===== src/mbrpt_pkg.sv =====
// Shared types and constants of the sector partition table parser.
// No dependencies; imported by mbr_partition_table_parser.
package mbrpt_pkg;

    // Sector layout
    localparam logic [8:0] TABLE_OFS   = 9'h1be;
    localparam logic [8:0] TABLE_END   = 9'h1fd;
    localparam logic [8:0] SIG_LO_POS  = 9'h1fe;
    localparam logic [8:0] SIG_HI_POS  = 9'h1ff;
    localparam int unsigned TABLE_ENTRIES = 4;
    localparam int unsigned TABLE_BYTES   = 64;
    localparam int unsigned TABLE_AW      = $clog2(TABLE_BYTES);

    localparam logic [7:0] SIG_LO_VAL      = 8'h55;
    localparam logic [7:0] SIG_HI_VAL      = 8'haa;
    localparam logic [7:0] TYPE_PROTECTIVE = 8'hee;
    localparam logic [7:0] TYPE_EXTENDED   = 8'h05;
    localparam logic [7:0] FLAG_ACTIVE     = 8'h80;

    // Stream widths
    localparam int unsigned IN_DATA_W  = 8;
    localparam int unsigned IN_USER_W  = 2;
    localparam int unsigned OUT_DATA_W = 152;

    // Record kinds
    localparam logic REC_SLICE   = 1'b0;
    localparam logic REC_SUMMARY = 1'b1;

    typedef enum logic [1:0] {
        STATUS_OK     = 2'd0,
        STATUS_BADSIG = 2'd1,
        STATUS_BOGUS  = 2'd2,
        STATUS_LIMIT  = 2'd3
    } status_t;

    typedef enum logic [1:0] {
        ST_IDLE,
        ST_SWEEP,
        ST_DECIDE,
        ST_SUMMARY
    } state_t;

    // Per-byte match against the known bogus table (three empty entries and
    // a fixed fourth entry of size 50000 sectors)
    function automatic logic bogus_byte_ok(input logic [5:0] k, input logic [7:0] b);
        logic ok;
        case (k) inside
            [6'd0:6'd47]:   ok = (b == 8'h00);
            6'd48:          ok = (b == 8'h80);
            6'd50:          ok = (b == 8'h01);
            6'd52:          ok = (b == 8'ha5);
            6'd53:          ok = (b == 8'hff) || (b == 8'hfe);
            6'd54, 6'd55:   ok = (b == 8'hff);
            6'd60:          ok = (b == 8'h50);
            6'd61:          ok = (b == 8'hc3);
            default:        ok = (b == 8'h00);
        endcase
        return ok;
    endfunction

endpackage


===== src/mbr_partition_table_parser.sv =====
// Sector partition table parser: byte stream in, slice and summary records out.
// Depends on mbrpt_pkg (types, layout constants, bogus table match).
//
// Usage:
//   s_* channel carries one sector byte per transaction: s_tdata[7:0] is the
//   byte, s_tuser[0] marks the first byte of a sector, s_tuser[1] (with
//   s_tuser[0]) restarts an extended chain. Bytes are taken one per cycle while idle.
//   cfg_we/cfg_wdata select primary (0) or extended chain (1) parsing.
//   m_* channel returns records; tuser is the record kind, tlast marks the
//   summary record that closes each sector.
//   Table bytes are kept in a 64 x 8 memory. After byte 511 the block stops
//   taking bytes and sweeps the memory entry by entry, reading the 16 bytes
//   of an entry and then deciding on it, for all four entries of a primary
//   table or the first two of an extended one, then sends the summary. A bad
//   signature, or a bogus table in primary mode, goes straight to the summary.
//   The next sector's first byte is taken once the summary sits in the output register.
//   If the receiver stalls, the sweep holds in the decision state, and the
//   summary waits, until the output register frees up; no record is dropped.
//   Reset clears position, chain base, slice count, mode and output valid;
//   the table memory needs no clearing.
module mbr_partition_table_parser
    import mbrpt_pkg::*;
#(
    parameter int unsigned MAX_EXT_SLICES = 32
)
(
    input  logic                  clk,
    input  logic                  rst_n,
    input  logic                  cfg_we,
    input  logic                  cfg_wdata,   // table_mode
    input  logic                  s_tvalid,
    output logic                  s_tready,
    input  logic [IN_DATA_W-1:0]  s_tdata,     // [7:0] data_byte
    input  logic [IN_USER_W-1:0]  s_tuser,     // [0] sector_start, [1] chain_restart
    output logic                  m_tvalid,
    input  logic                  m_tready,
    output logic [OUT_DATA_W-1:0] m_tdata,     // [4:0] slot_index, [12:5] part_type,
                                               // [54:13] start_bytes, [95:55] length_bytes,
                                               // [97:96] status, [98] chain_next,
                                               // [139:99] next_offset, [145:140] slice_count
    output logic                  m_tuser,     // [0] rec_kind
    output logic                  m_tlast      // last
);

    localparam logic [5:0] MAX_SLICES = 6'(MAX_EXT_SLICES);

    // Table memory
    logic [7:0] ent_mem [TABLE_BYTES];

    // Control state
    state_t         state_reg,      state_next;
    logic [8:0]     pos_reg,        pos_next;
    logic           mode_reg,       mode_next;
    logic [40:0]    ebr_base_reg,   ebr_base_next;
    logic [5:0]     ext_cnt_reg,    ext_cnt_next;
    logic [7:0]     sig_lo_reg,     sig_lo_next;
    logic [7:0]     sig_hi_reg,     sig_hi_next;
    logic           bogus_reg,      bogus_next;
    logic [5:0]     rd_addr_reg,    rd_addr_next;
    logic           issue_reg,      issue_next;
    logic           vld_reg,        vld_next;
    logic [5:0]     idx_reg;
    logic [2:0]     prim_cnt_reg,   prim_cnt_next;
    logic           out_valid_reg,  out_valid_next;

    // Datapath registers
    logic [7:0]     rdata_reg;
    logic [7:0]     flag_reg;
    logic [7:0]     type_reg;
    logic [31:0]    start_reg;
    logic [31:0]    size_reg;
    status_t        sum_status_reg, sum_status_next;
    logic           sum_link_reg,   sum_link_next;
    logic [40:0]    sum_noff_reg,   sum_noff_next;
    logic [5:0]     sum_cnt_reg,    sum_cnt_next;

    // Output record
    logic           o_kind_reg,   o_kind_next;
    logic [4:0]     o_slot_reg,   o_slot_next;
    logic [7:0]     o_type_reg,   o_type_next;
    logic [41:0]    o_start_reg,  o_start_next;
    logic [40:0]    o_len_reg,    o_len_next;
    status_t        o_status_reg, o_status_next;
    logic           o_link_reg,   o_link_next;
    logic [40:0]    o_noff_reg,   o_noff_next;
    logic [5:0]     o_cnt_reg,    o_cnt_next;
    logic           o_last_reg,   o_last_next;

    // Combinational helpers
    logic           accept;
    logic [7:0]     in_byte;
    logic [8:0]     pos_eff;
    logic           in_table;
    logic [5:0]     tbl_addr;
    logic           out_free;
    logic           out_load;
    logic [1:0]     cur_entry;
    logic [40:0]    start_sec_bytes;
    logic [40:0]    size_bytes;
    logic           emit_prim;
    logic           emit_ext;
    logic           emit;
    logic           final_entry;
    logic           link;
    logic           at_limit;

    assign in_byte  = s_tdata[7:0];
    assign s_tready = (state_reg == ST_IDLE);
    assign accept   = s_tvalid && s_tready;
    assign pos_eff  = s_tuser[0] ? 9'd0 : pos_reg;
    assign in_table = (pos_eff >= TABLE_OFS) && (pos_eff <= TABLE_END);
    assign tbl_addr = 6'(pos_eff - TABLE_OFS);
    assign out_free = !out_valid_reg || m_tready;

    assign cur_entry       = idx_reg[5:4];
    assign start_sec_bytes = {start_reg, 9'd0};
    assign size_bytes      = {size_reg, 9'd0};
    assign emit_prim = (type_reg != TYPE_PROTECTIVE)
                    && ((flag_reg == 8'h00) || (flag_reg == FLAG_ACTIVE))
                    && (size_reg != 32'd0);
    assign emit_ext  = (cur_entry == 2'd0) && (flag_reg[6:0] == 7'd0)
                    && (size_reg != 32'd0) && (ext_cnt_reg < MAX_SLICES);
    assign emit        = mode_reg ? emit_ext : emit_prim;
    assign final_entry = mode_reg ? (cur_entry == 2'd1) : (cur_entry == 2'(TABLE_ENTRIES - 1));
    assign link = (flag_reg == 8'h00) && (type_reg == TYPE_EXTENDED) && (size_reg != 32'd0);
    assign at_limit = (ext_cnt_reg >= MAX_SLICES);

    // Store table bytes and read one byte per cycle for the sweep
    always_ff @(posedge clk)
    begin
        if (accept && in_table)
        begin
            ent_mem[tbl_addr] <= in_byte;
        end
        rdata_reg <= ent_mem[rd_addr_reg];
    end

    // Assemble the current entry from swept bytes
    always_ff @(posedge clk)
    begin
        if (vld_reg)
        begin
            case (idx_reg[3:0]) inside
                4'd0:          flag_reg <= rdata_reg;
                4'd4:          type_reg <= rdata_reg;
                [4'd8:4'd11]:  start_reg[{idx_reg[1:0], 3'b000} +: 8] <= rdata_reg;
                [4'd12:4'd15]: size_reg[{idx_reg[1:0], 3'b000} +: 8] <= rdata_reg;
                default:       ;
            endcase
        end
        idx_reg <= rd_addr_reg;
    end

    // Next state, sweep control and record selection
    always_comb
    begin
        state_next      = state_reg;
        pos_next        = pos_reg;
        mode_next       = mode_reg;
        ebr_base_next   = ebr_base_reg;
        ext_cnt_next    = ext_cnt_reg;
        sig_lo_next     = sig_lo_reg;
        sig_hi_next     = sig_hi_reg;
        bogus_next      = bogus_reg;
        rd_addr_next    = rd_addr_reg;
        issue_next      = 1'b0;
        vld_next        = 1'b0;
        prim_cnt_next   = prim_cnt_reg;
        sum_status_next = sum_status_reg;
        sum_link_next   = sum_link_reg;
        sum_noff_next   = sum_noff_reg;
        sum_cnt_next    = sum_cnt_reg;
        out_load        = 1'b0;
        o_kind_next     = REC_SLICE;
        o_slot_next     = '0;
        o_type_next     = '0;
        o_start_next    = '0;
        o_len_next      = '0;
        o_status_next   = STATUS_OK;
        o_link_next     = 1'b0;
        o_noff_next     = '0;
        o_cnt_next      = '0;
        o_last_next     = 1'b0;

        if (cfg_we)
        begin
            mode_next = cfg_wdata;
        end

        unique case (state_reg)
            ST_IDLE:
            begin
                if (accept)
                begin
                    if (s_tuser[0] && s_tuser[1])
                    begin
                        ebr_base_next = '0;
                        ext_cnt_next  = '0;
                    end
                    if (in_table)
                    begin
                        bogus_next = (tbl_addr == 6'd0) ? bogus_byte_ok(tbl_addr, in_byte)
                                                        : (bogus_reg && bogus_byte_ok(tbl_addr, in_byte));
                    end
                    if (pos_eff == SIG_LO_POS)
                    begin
                        sig_lo_next = in_byte;
                    end
                    pos_next = pos_eff + 9'd1;
                    if (pos_eff == SIG_HI_POS)
                    begin
                        sig_hi_next   = in_byte;
                        sum_link_next = 1'b0;
                        sum_noff_next = '0;
                        prim_cnt_next = '0;
                        if ((sig_lo_reg != SIG_LO_VAL) || (in_byte != SIG_HI_VAL))
                        begin
                            sum_status_next = STATUS_BADSIG;
                            sum_cnt_next    = mode_reg ? ext_cnt_reg : 6'd0;
                            state_next      = ST_SUMMARY;
                        end
                        else if (!mode_reg && bogus_reg)
                        begin
                            sum_status_next = STATUS_BOGUS;
                            sum_cnt_next    = '0;
                            state_next      = ST_SUMMARY;
                        end
                        else
                        begin
                            rd_addr_next = '0;
                            issue_next   = 1'b1;
                            state_next   = ST_SWEEP;
                        end
                    end
                end
            end

            ST_SWEEP:
            begin
                // Issue reads through offset 15, then decide once it lands
                vld_next = issue_reg;
                if (issue_reg)
                begin
                    if (rd_addr_reg[3:0] == 4'd15)
                    begin
                        issue_next = 1'b0;
                    end
                    else
                    begin
                        issue_next   = 1'b1;
                        rd_addr_next = rd_addr_reg + 6'd1;
                    end
                end
                if (vld_reg && (idx_reg[3:0] == 4'd15))
                begin
                    state_next = ST_DECIDE;
                end
            end

            ST_DECIDE:
            begin
                if (!emit || out_free)
                begin
                    if (emit)
                    begin
                        out_load     = 1'b1;
                        o_kind_next  = REC_SLICE;
                        o_type_next  = type_reg;
                        o_len_next   = size_bytes;
                        if (mode_reg)
                        begin
                            o_slot_next  = ext_cnt_reg[4:0];
                            o_start_next = 42'(start_sec_bytes) + 42'(ebr_base_reg);
                            ext_cnt_next = ext_cnt_reg + 6'd1;
                        end
                        else
                        begin
                            o_slot_next   = 5'(cur_entry);
                            o_start_next  = 42'(start_sec_bytes);
                            prim_cnt_next = prim_cnt_reg + 3'd1;
                        end
                    end
                    if (!final_entry)
                    begin
                        rd_addr_next = {cur_entry + 2'd1, 4'd0};
                        issue_next   = 1'b1;
                        state_next   = ST_SWEEP;
                    end
                    else
                    begin
                        state_next = ST_SUMMARY;
                        if (!mode_reg)
                        begin
                            sum_status_next = STATUS_OK;
                            sum_link_next   = 1'b0;
                            sum_noff_next   = '0;
                            sum_cnt_next    = 6'(prim_cnt_reg) + 6'(emit);
                        end
                        else if (at_limit)
                        begin
                            sum_status_next = STATUS_LIMIT;
                            sum_link_next   = 1'b0;
                            sum_noff_next   = '0;
                            sum_cnt_next    = ext_cnt_reg;
                        end
                        else
                        begin
                            sum_status_next = STATUS_OK;
                            sum_link_next   = link;
                            sum_noff_next   = link ? start_sec_bytes : 41'd0;
                            sum_cnt_next    = ext_cnt_reg;
                            if (link)
                            begin
                                ebr_base_next = start_sec_bytes;
                            end
                        end
                    end
                end
            end

            ST_SUMMARY:
            begin
                if (out_free)
                begin
                    out_load      = 1'b1;
                    o_kind_next   = REC_SUMMARY;
                    o_status_next = sum_status_reg;
                    o_link_next   = sum_link_reg;
                    o_noff_next   = sum_noff_reg;
                    o_cnt_next    = sum_cnt_reg;
                    o_last_next   = 1'b1;
                    state_next    = ST_IDLE;
                end
            end

            default:
            begin
                state_next = ST_IDLE;
            end
        endcase

        // Output register: load a record or drain on handshake
        if (out_load)
        begin
            out_valid_next = 1'b1;
        end
        else if (m_tready)
        begin
            out_valid_next = 1'b0;
        end
        else
        begin
            out_valid_next = out_valid_reg;
        end
    end

    // Control registers
    always_ff @(posedge clk or negedge rst_n)
    begin
        if (!rst_n)
        begin
            state_reg     <= ST_IDLE;
            pos_reg       <= '0;
            mode_reg      <= 1'b0;
            ebr_base_reg  <= '0;
            ext_cnt_reg   <= '0;
            issue_reg     <= 1'b0;
            vld_reg       <= 1'b0;
            prim_cnt_reg  <= '0;
            out_valid_reg <= 1'b0;
        end
        else
        begin
            state_reg     <= state_next;
            pos_reg       <= pos_next;
            mode_reg      <= mode_next;
            ebr_base_reg  <= ebr_base_next;
            ext_cnt_reg   <= ext_cnt_next;
            issue_reg     <= issue_next;
            vld_reg       <= vld_next;
            prim_cnt_reg  <= prim_cnt_next;
            out_valid_reg <= out_valid_next;
        end
    end

    // Payload registers
    always_ff @(posedge clk)
    begin
        sig_lo_reg     <= sig_lo_next;
        sig_hi_reg     <= sig_hi_next;
        bogus_reg      <= bogus_next;
        rd_addr_reg    <= rd_addr_next;
        sum_status_reg <= sum_status_next;
        sum_link_reg   <= sum_link_next;
        sum_noff_reg   <= sum_noff_next;
        sum_cnt_reg    <= sum_cnt_next;
        if (out_load)
        begin
            o_kind_reg   <= o_kind_next;
            o_slot_reg   <= o_slot_next;
            o_type_reg   <= o_type_next;
            o_start_reg  <= o_start_next;
            o_len_reg    <= o_len_next;
            o_status_reg <= o_status_next;
            o_link_reg   <= o_link_next;
            o_noff_reg   <= o_noff_next;
            o_cnt_reg    <= o_cnt_next;
            o_last_reg   <= o_last_next;
        end
    end

    // Drive the result stream
    assign m_tvalid = out_valid_reg;
    assign m_tuser  = o_kind_reg;
    assign m_tlast  = o_last_reg;
    assign m_tdata  = {6'd0, o_cnt_reg, o_noff_reg, o_link_reg, o_status_reg,
                       o_len_reg, o_start_reg, o_type_reg, o_slot_reg};

    // Checks
    a_issue_in_sweep: assert property (@(posedge clk) disable iff (!rst_n)
        issue_reg |-> (state_reg == ST_SWEEP))
        else $error("table read issued outside the sweep");

    a_decide_quiet: assert property (@(posedge clk) disable iff (!rst_n)
        (state_reg == ST_DECIDE) |-> (!issue_reg && !vld_reg))
        else $error("entry decision taken with a read still in flight");

    a_ext_limit: assert property (@(posedge clk) disable iff (!rst_n)
        ext_cnt_reg <= MAX_SLICES)
        else $error("extended slice count past its limit");

    a_prim_count: assert property (@(posedge clk) disable iff (!rst_n)
        prim_cnt_reg <= 3'(TABLE_ENTRIES))
        else $error("primary slice count past the entry count");

    a_no_input_busy: assert property (@(posedge clk) disable iff (!rst_n)
        (state_reg == ST_SWEEP) |=> !(s_tvalid && s_tready && (state_reg == ST_SWEEP)))
        else $error("sector byte taken during the sweep");

endmodule


===== config.mk =====
export PLATFORM = sky130hd
export DESIGN_NAME = mbr_partition_table_parser
export DESIGN_NICKNAME = d
export VERILOG_FILES = /design/src/mbrpt_pkg.sv /design/src/mbr_partition_table_parser.sv
export SDC_FILE = /design/constraint.sdc
export NUM_CORES = 1
export LEC_CHECK = 0
export ABC_CLOCK_PERIOD_IN_PS = 6580
export BUFFER_PORTS_ARGS = -buffer_cell sky130_fd_sc_hd__buf_4
export CAP_MARGIN = 20
export CELL_PAD_IN_SITES_DETAIL_PLACEMENT = 1
export CELL_PAD_IN_SITES_GLOBAL_PLACEMENT = 2
export CORE_MARGIN = 2
export CORE_UTILIZATION = 45
export DETAILED_ROUTE_END_ITERATION = 8
export PLACE_DENSITY = 0.85
export SLEW_MARGIN = 20
export SYNTH_ARGS = -nofsm -noshare
export SYNTH_HDL_FRONTEND = slang
export SYNTH_SLANG_ARGS = --single-unit

===== constraint.sdc =====
create_clock -name clk -period 6.58 [get_ports clk]
set_input_delay 0 -clock clk [delete_from_list [all_inputs] [get_ports clk]]
set_output_delay 0 -clock clk [all_outputs]
set_load 0.005 [all_outputs]

==> flow_summary_export.csv <==
group,metric,value,unit
status,status,"complete, but fails checks",
status,violations,"negative hold slack",
worst_setup_path,worstPathArrival,4220,ps
drt,ant_nets,0,
clock_network,cts.path.max_buffers,3,
place,hpwl,55100,um
synthesis,synth.distinct_cells,77,
clock_network,cts_tree,"built",
synthesis,synth_top_area_cell,"edfxtp_1",
drt,vias,18700,
global_route,first_global_vias,20200,
final_layout,drive_above_1_share,0.217,
final_layout,area_growth,14.5,%
clock_network,postCtsSetupRepairBufs,0,
floorplan,die-area,79400,sq um
global_route,antenna_found_initial,0,
timing,whs,-8.98,ps
place,detailed_place.area,36700,sq um
clock_network,h-tree-depth,3,
synthesis,syn_avg_cell_area,17.3,sq um
global_route,overflow,0,
final_layout,largest_register_ffs,512,
timing,fin_crit_sh,0.602,
clock_network,cts_buffers,88,
floorplan,initial_utilization,0.456,
drt,wl_per_cell,25.8,um
clock_network,cts-root-buf,"clkbuf_16",
synthesis,synth_area_leaders,"edfxtp_1 66%, mux4_2 11%, dfrtp_1 4.0%",
floorplan,rows,101,
clock_network,hold_buffers,13,
power,powerDensity,276,nW/um^2
synthesis,synth_edf_count,768,
global_route,grt_pass1_wl,130000,um
final_layout,antenna_cells,0,
synthesis,synth-main-ff-cell,"edfxtp_1",
drt,drt-vias-per-instance,5.70,
global_route,grt.total_usage,0.218,
timing,fmax,0.252,GHz
timing,rsz0062_at_grt,"no",
worst_setup_path,worstPathRequired,6840,ps
place,gp_congestion,0.898,
synthesis,syn-cell-area,34700,sq um
synthesis,ys_warn_count,0,
drt,routed_wl,84700,um
final_layout,fill_cells,7019,
global_route,grt_busiest_layer,"met2",
hold_path,hold_path_class,"input port to async pin",
timing,fin_setup_tns,0,ps
floorplan,fp.dieW,282,um
synthesis,synth_cells,2012,
global_route,grt_use_met2,0.369,
place,portBuffers,138,
timing,hold_violations,5,
power,vdd_drop_max,0.000322,V
worst_setup_path,crit_fanout,15,
final_layout,final_area,39800,sq um
place,dp.cells,3104,
timing,maxSlewViolCount,0,
global_route,met3_usage,0.0310,
worst_setup_path,crit_path_start_kind,"register",
synthesis,synth_top_cell_area_share,0.664,
final_layout,final_nets,2246,
clock_network,clk_pin_slew,60,ps
final_layout,final_cell_mix,"768 x edfxtp_1, 168 x mux4_2, 157 x buf_4, 155 x nor2_1, 111 x and2_1",
place,dpl_worst_slack,2550,ps
synthesis,seq_area_frac_synth,0.712,
drt,dr.pass1.iters,5,
clock_network,clock-sinks,838,
synthesis,synth_seq_cells,838,
timing,finClkSkew,35.7,ps
final_layout,finalNonFillerCells,3279,
timing,setup_violations,0,
floorplan,die_h,282,um
drt,dr.first_iter.drc_count,1678,
worst_setup_path,critPathKind,"register to register",
global_route,met1_usage,0.293,
global_route,grt_max_degree,132,
timing,min_period,3960,ps
clock_network,cts-resized-gates,0,
timing,slew-limit-headroom,0.258,
synthesis,synthArstFlopShare,0.0668,
floorplan,num_io_pins,172,
drt,drc,0,
job,drv_cap,0,
clock_network,clk_latency,660,ps
timing,tightest_slew,1100,ps
floorplan,core_region_area,76200,sq um
timing,fin_ws,2620,ps
worst_setup_path,endpoint_kind,"register",
power,power.leakage,13.4,nW
final_layout,layout_commonest_cell,"edfxtp_1",
## where the power goes
part	internal, W	leakage (nW)	switching [W]
Clock	0.00299	1.45	0.00209
Sequential	0.00578	7.63	0.00000277
Combinational	0.0000247	4.34	0.000106
## stage by stage
stage,utilization,total power [W]
after CTS,0.522,0.0111
after global routing,0.522,0.0113
final,0.522,0.0110
after detailed placement,0.481,0.00602
after floorplan,-,0.00594
after global placement,0.481,0.00602
## kinds of logic (layout without fill, tap and decap cells)
logic type                 after synthesis  count (layout)  synth area share
DFF                                    838             838             0.712
and+or+nand+nor                        530             530            0.0796
AOI/OAI and AO/OA                      201             201            0.0389
muxes                                  194             194             0.117
buffers and inverters                  157             362            0.0235
adders and majority gates               53              53            0.0193
xor gates and xnor gates                38              38           0.00958
other                                    1              33          0.000108
## final cells by class
type	count	area, sq um	share of cell area
Clock buffer	111	2400	0.0604
Clock inverter	51	563	0.0142
Inverter	28	105	0.00264
Multi-Input combinational cell	1049	9330	0.234
Sequential cell	838	24700	0.622
Tap cell	1030	1290	0.0324
Timing Repair Buffer	172	1350	0.0339
## final timing paths
path	to	slack, ps	from	depth (start not counted)
worst max-delay path	ent_mem[22][0]	2620	pos_reg[1]	9
worst min-delay path	ebr_base_reg[27]	-9	rst_n	2
worst max register to register	ent_mem[22][0]	2620	pos_reg[1]	9
worst min register to register	idx_reg[4]	440	rd_addr_reg[4]	0
max in group asynchronous	mode_reg	5930	rst_n	2
min in group clk	ent_mem[26][2]	0	s_tdata[2]	1
## synthesized netlist by cell type, drive strengths merged, types with 27 or more instances
cell type,n
and2,112
nand3,32
edfxtp,768
inv,27
buf,67
and3,52
nor2,155
nand2,76
clkbuf,62
dfrtp,56
ha,52
o21ai,46
mux4,168
a22o,34
a21oi,53
## metal layers
metal  up-vias  share of wire
li1       8156              -
met4         0          0.030
met5         -              0
met2       618           0.50
met1      9777           0.42
met3       140          0.051
## critical path, cell delays in order (launching register included)
cell and delay, ps:
dfrtp_1 640, nand2b_1 160, inv_1 90, ha_1 290, o21ai_0 130, nor2_1 110
o2111ai_1 130, a21oi_2 340, nand3_1 710, nor2_1 960
Power figures use the tool's default switching activity.
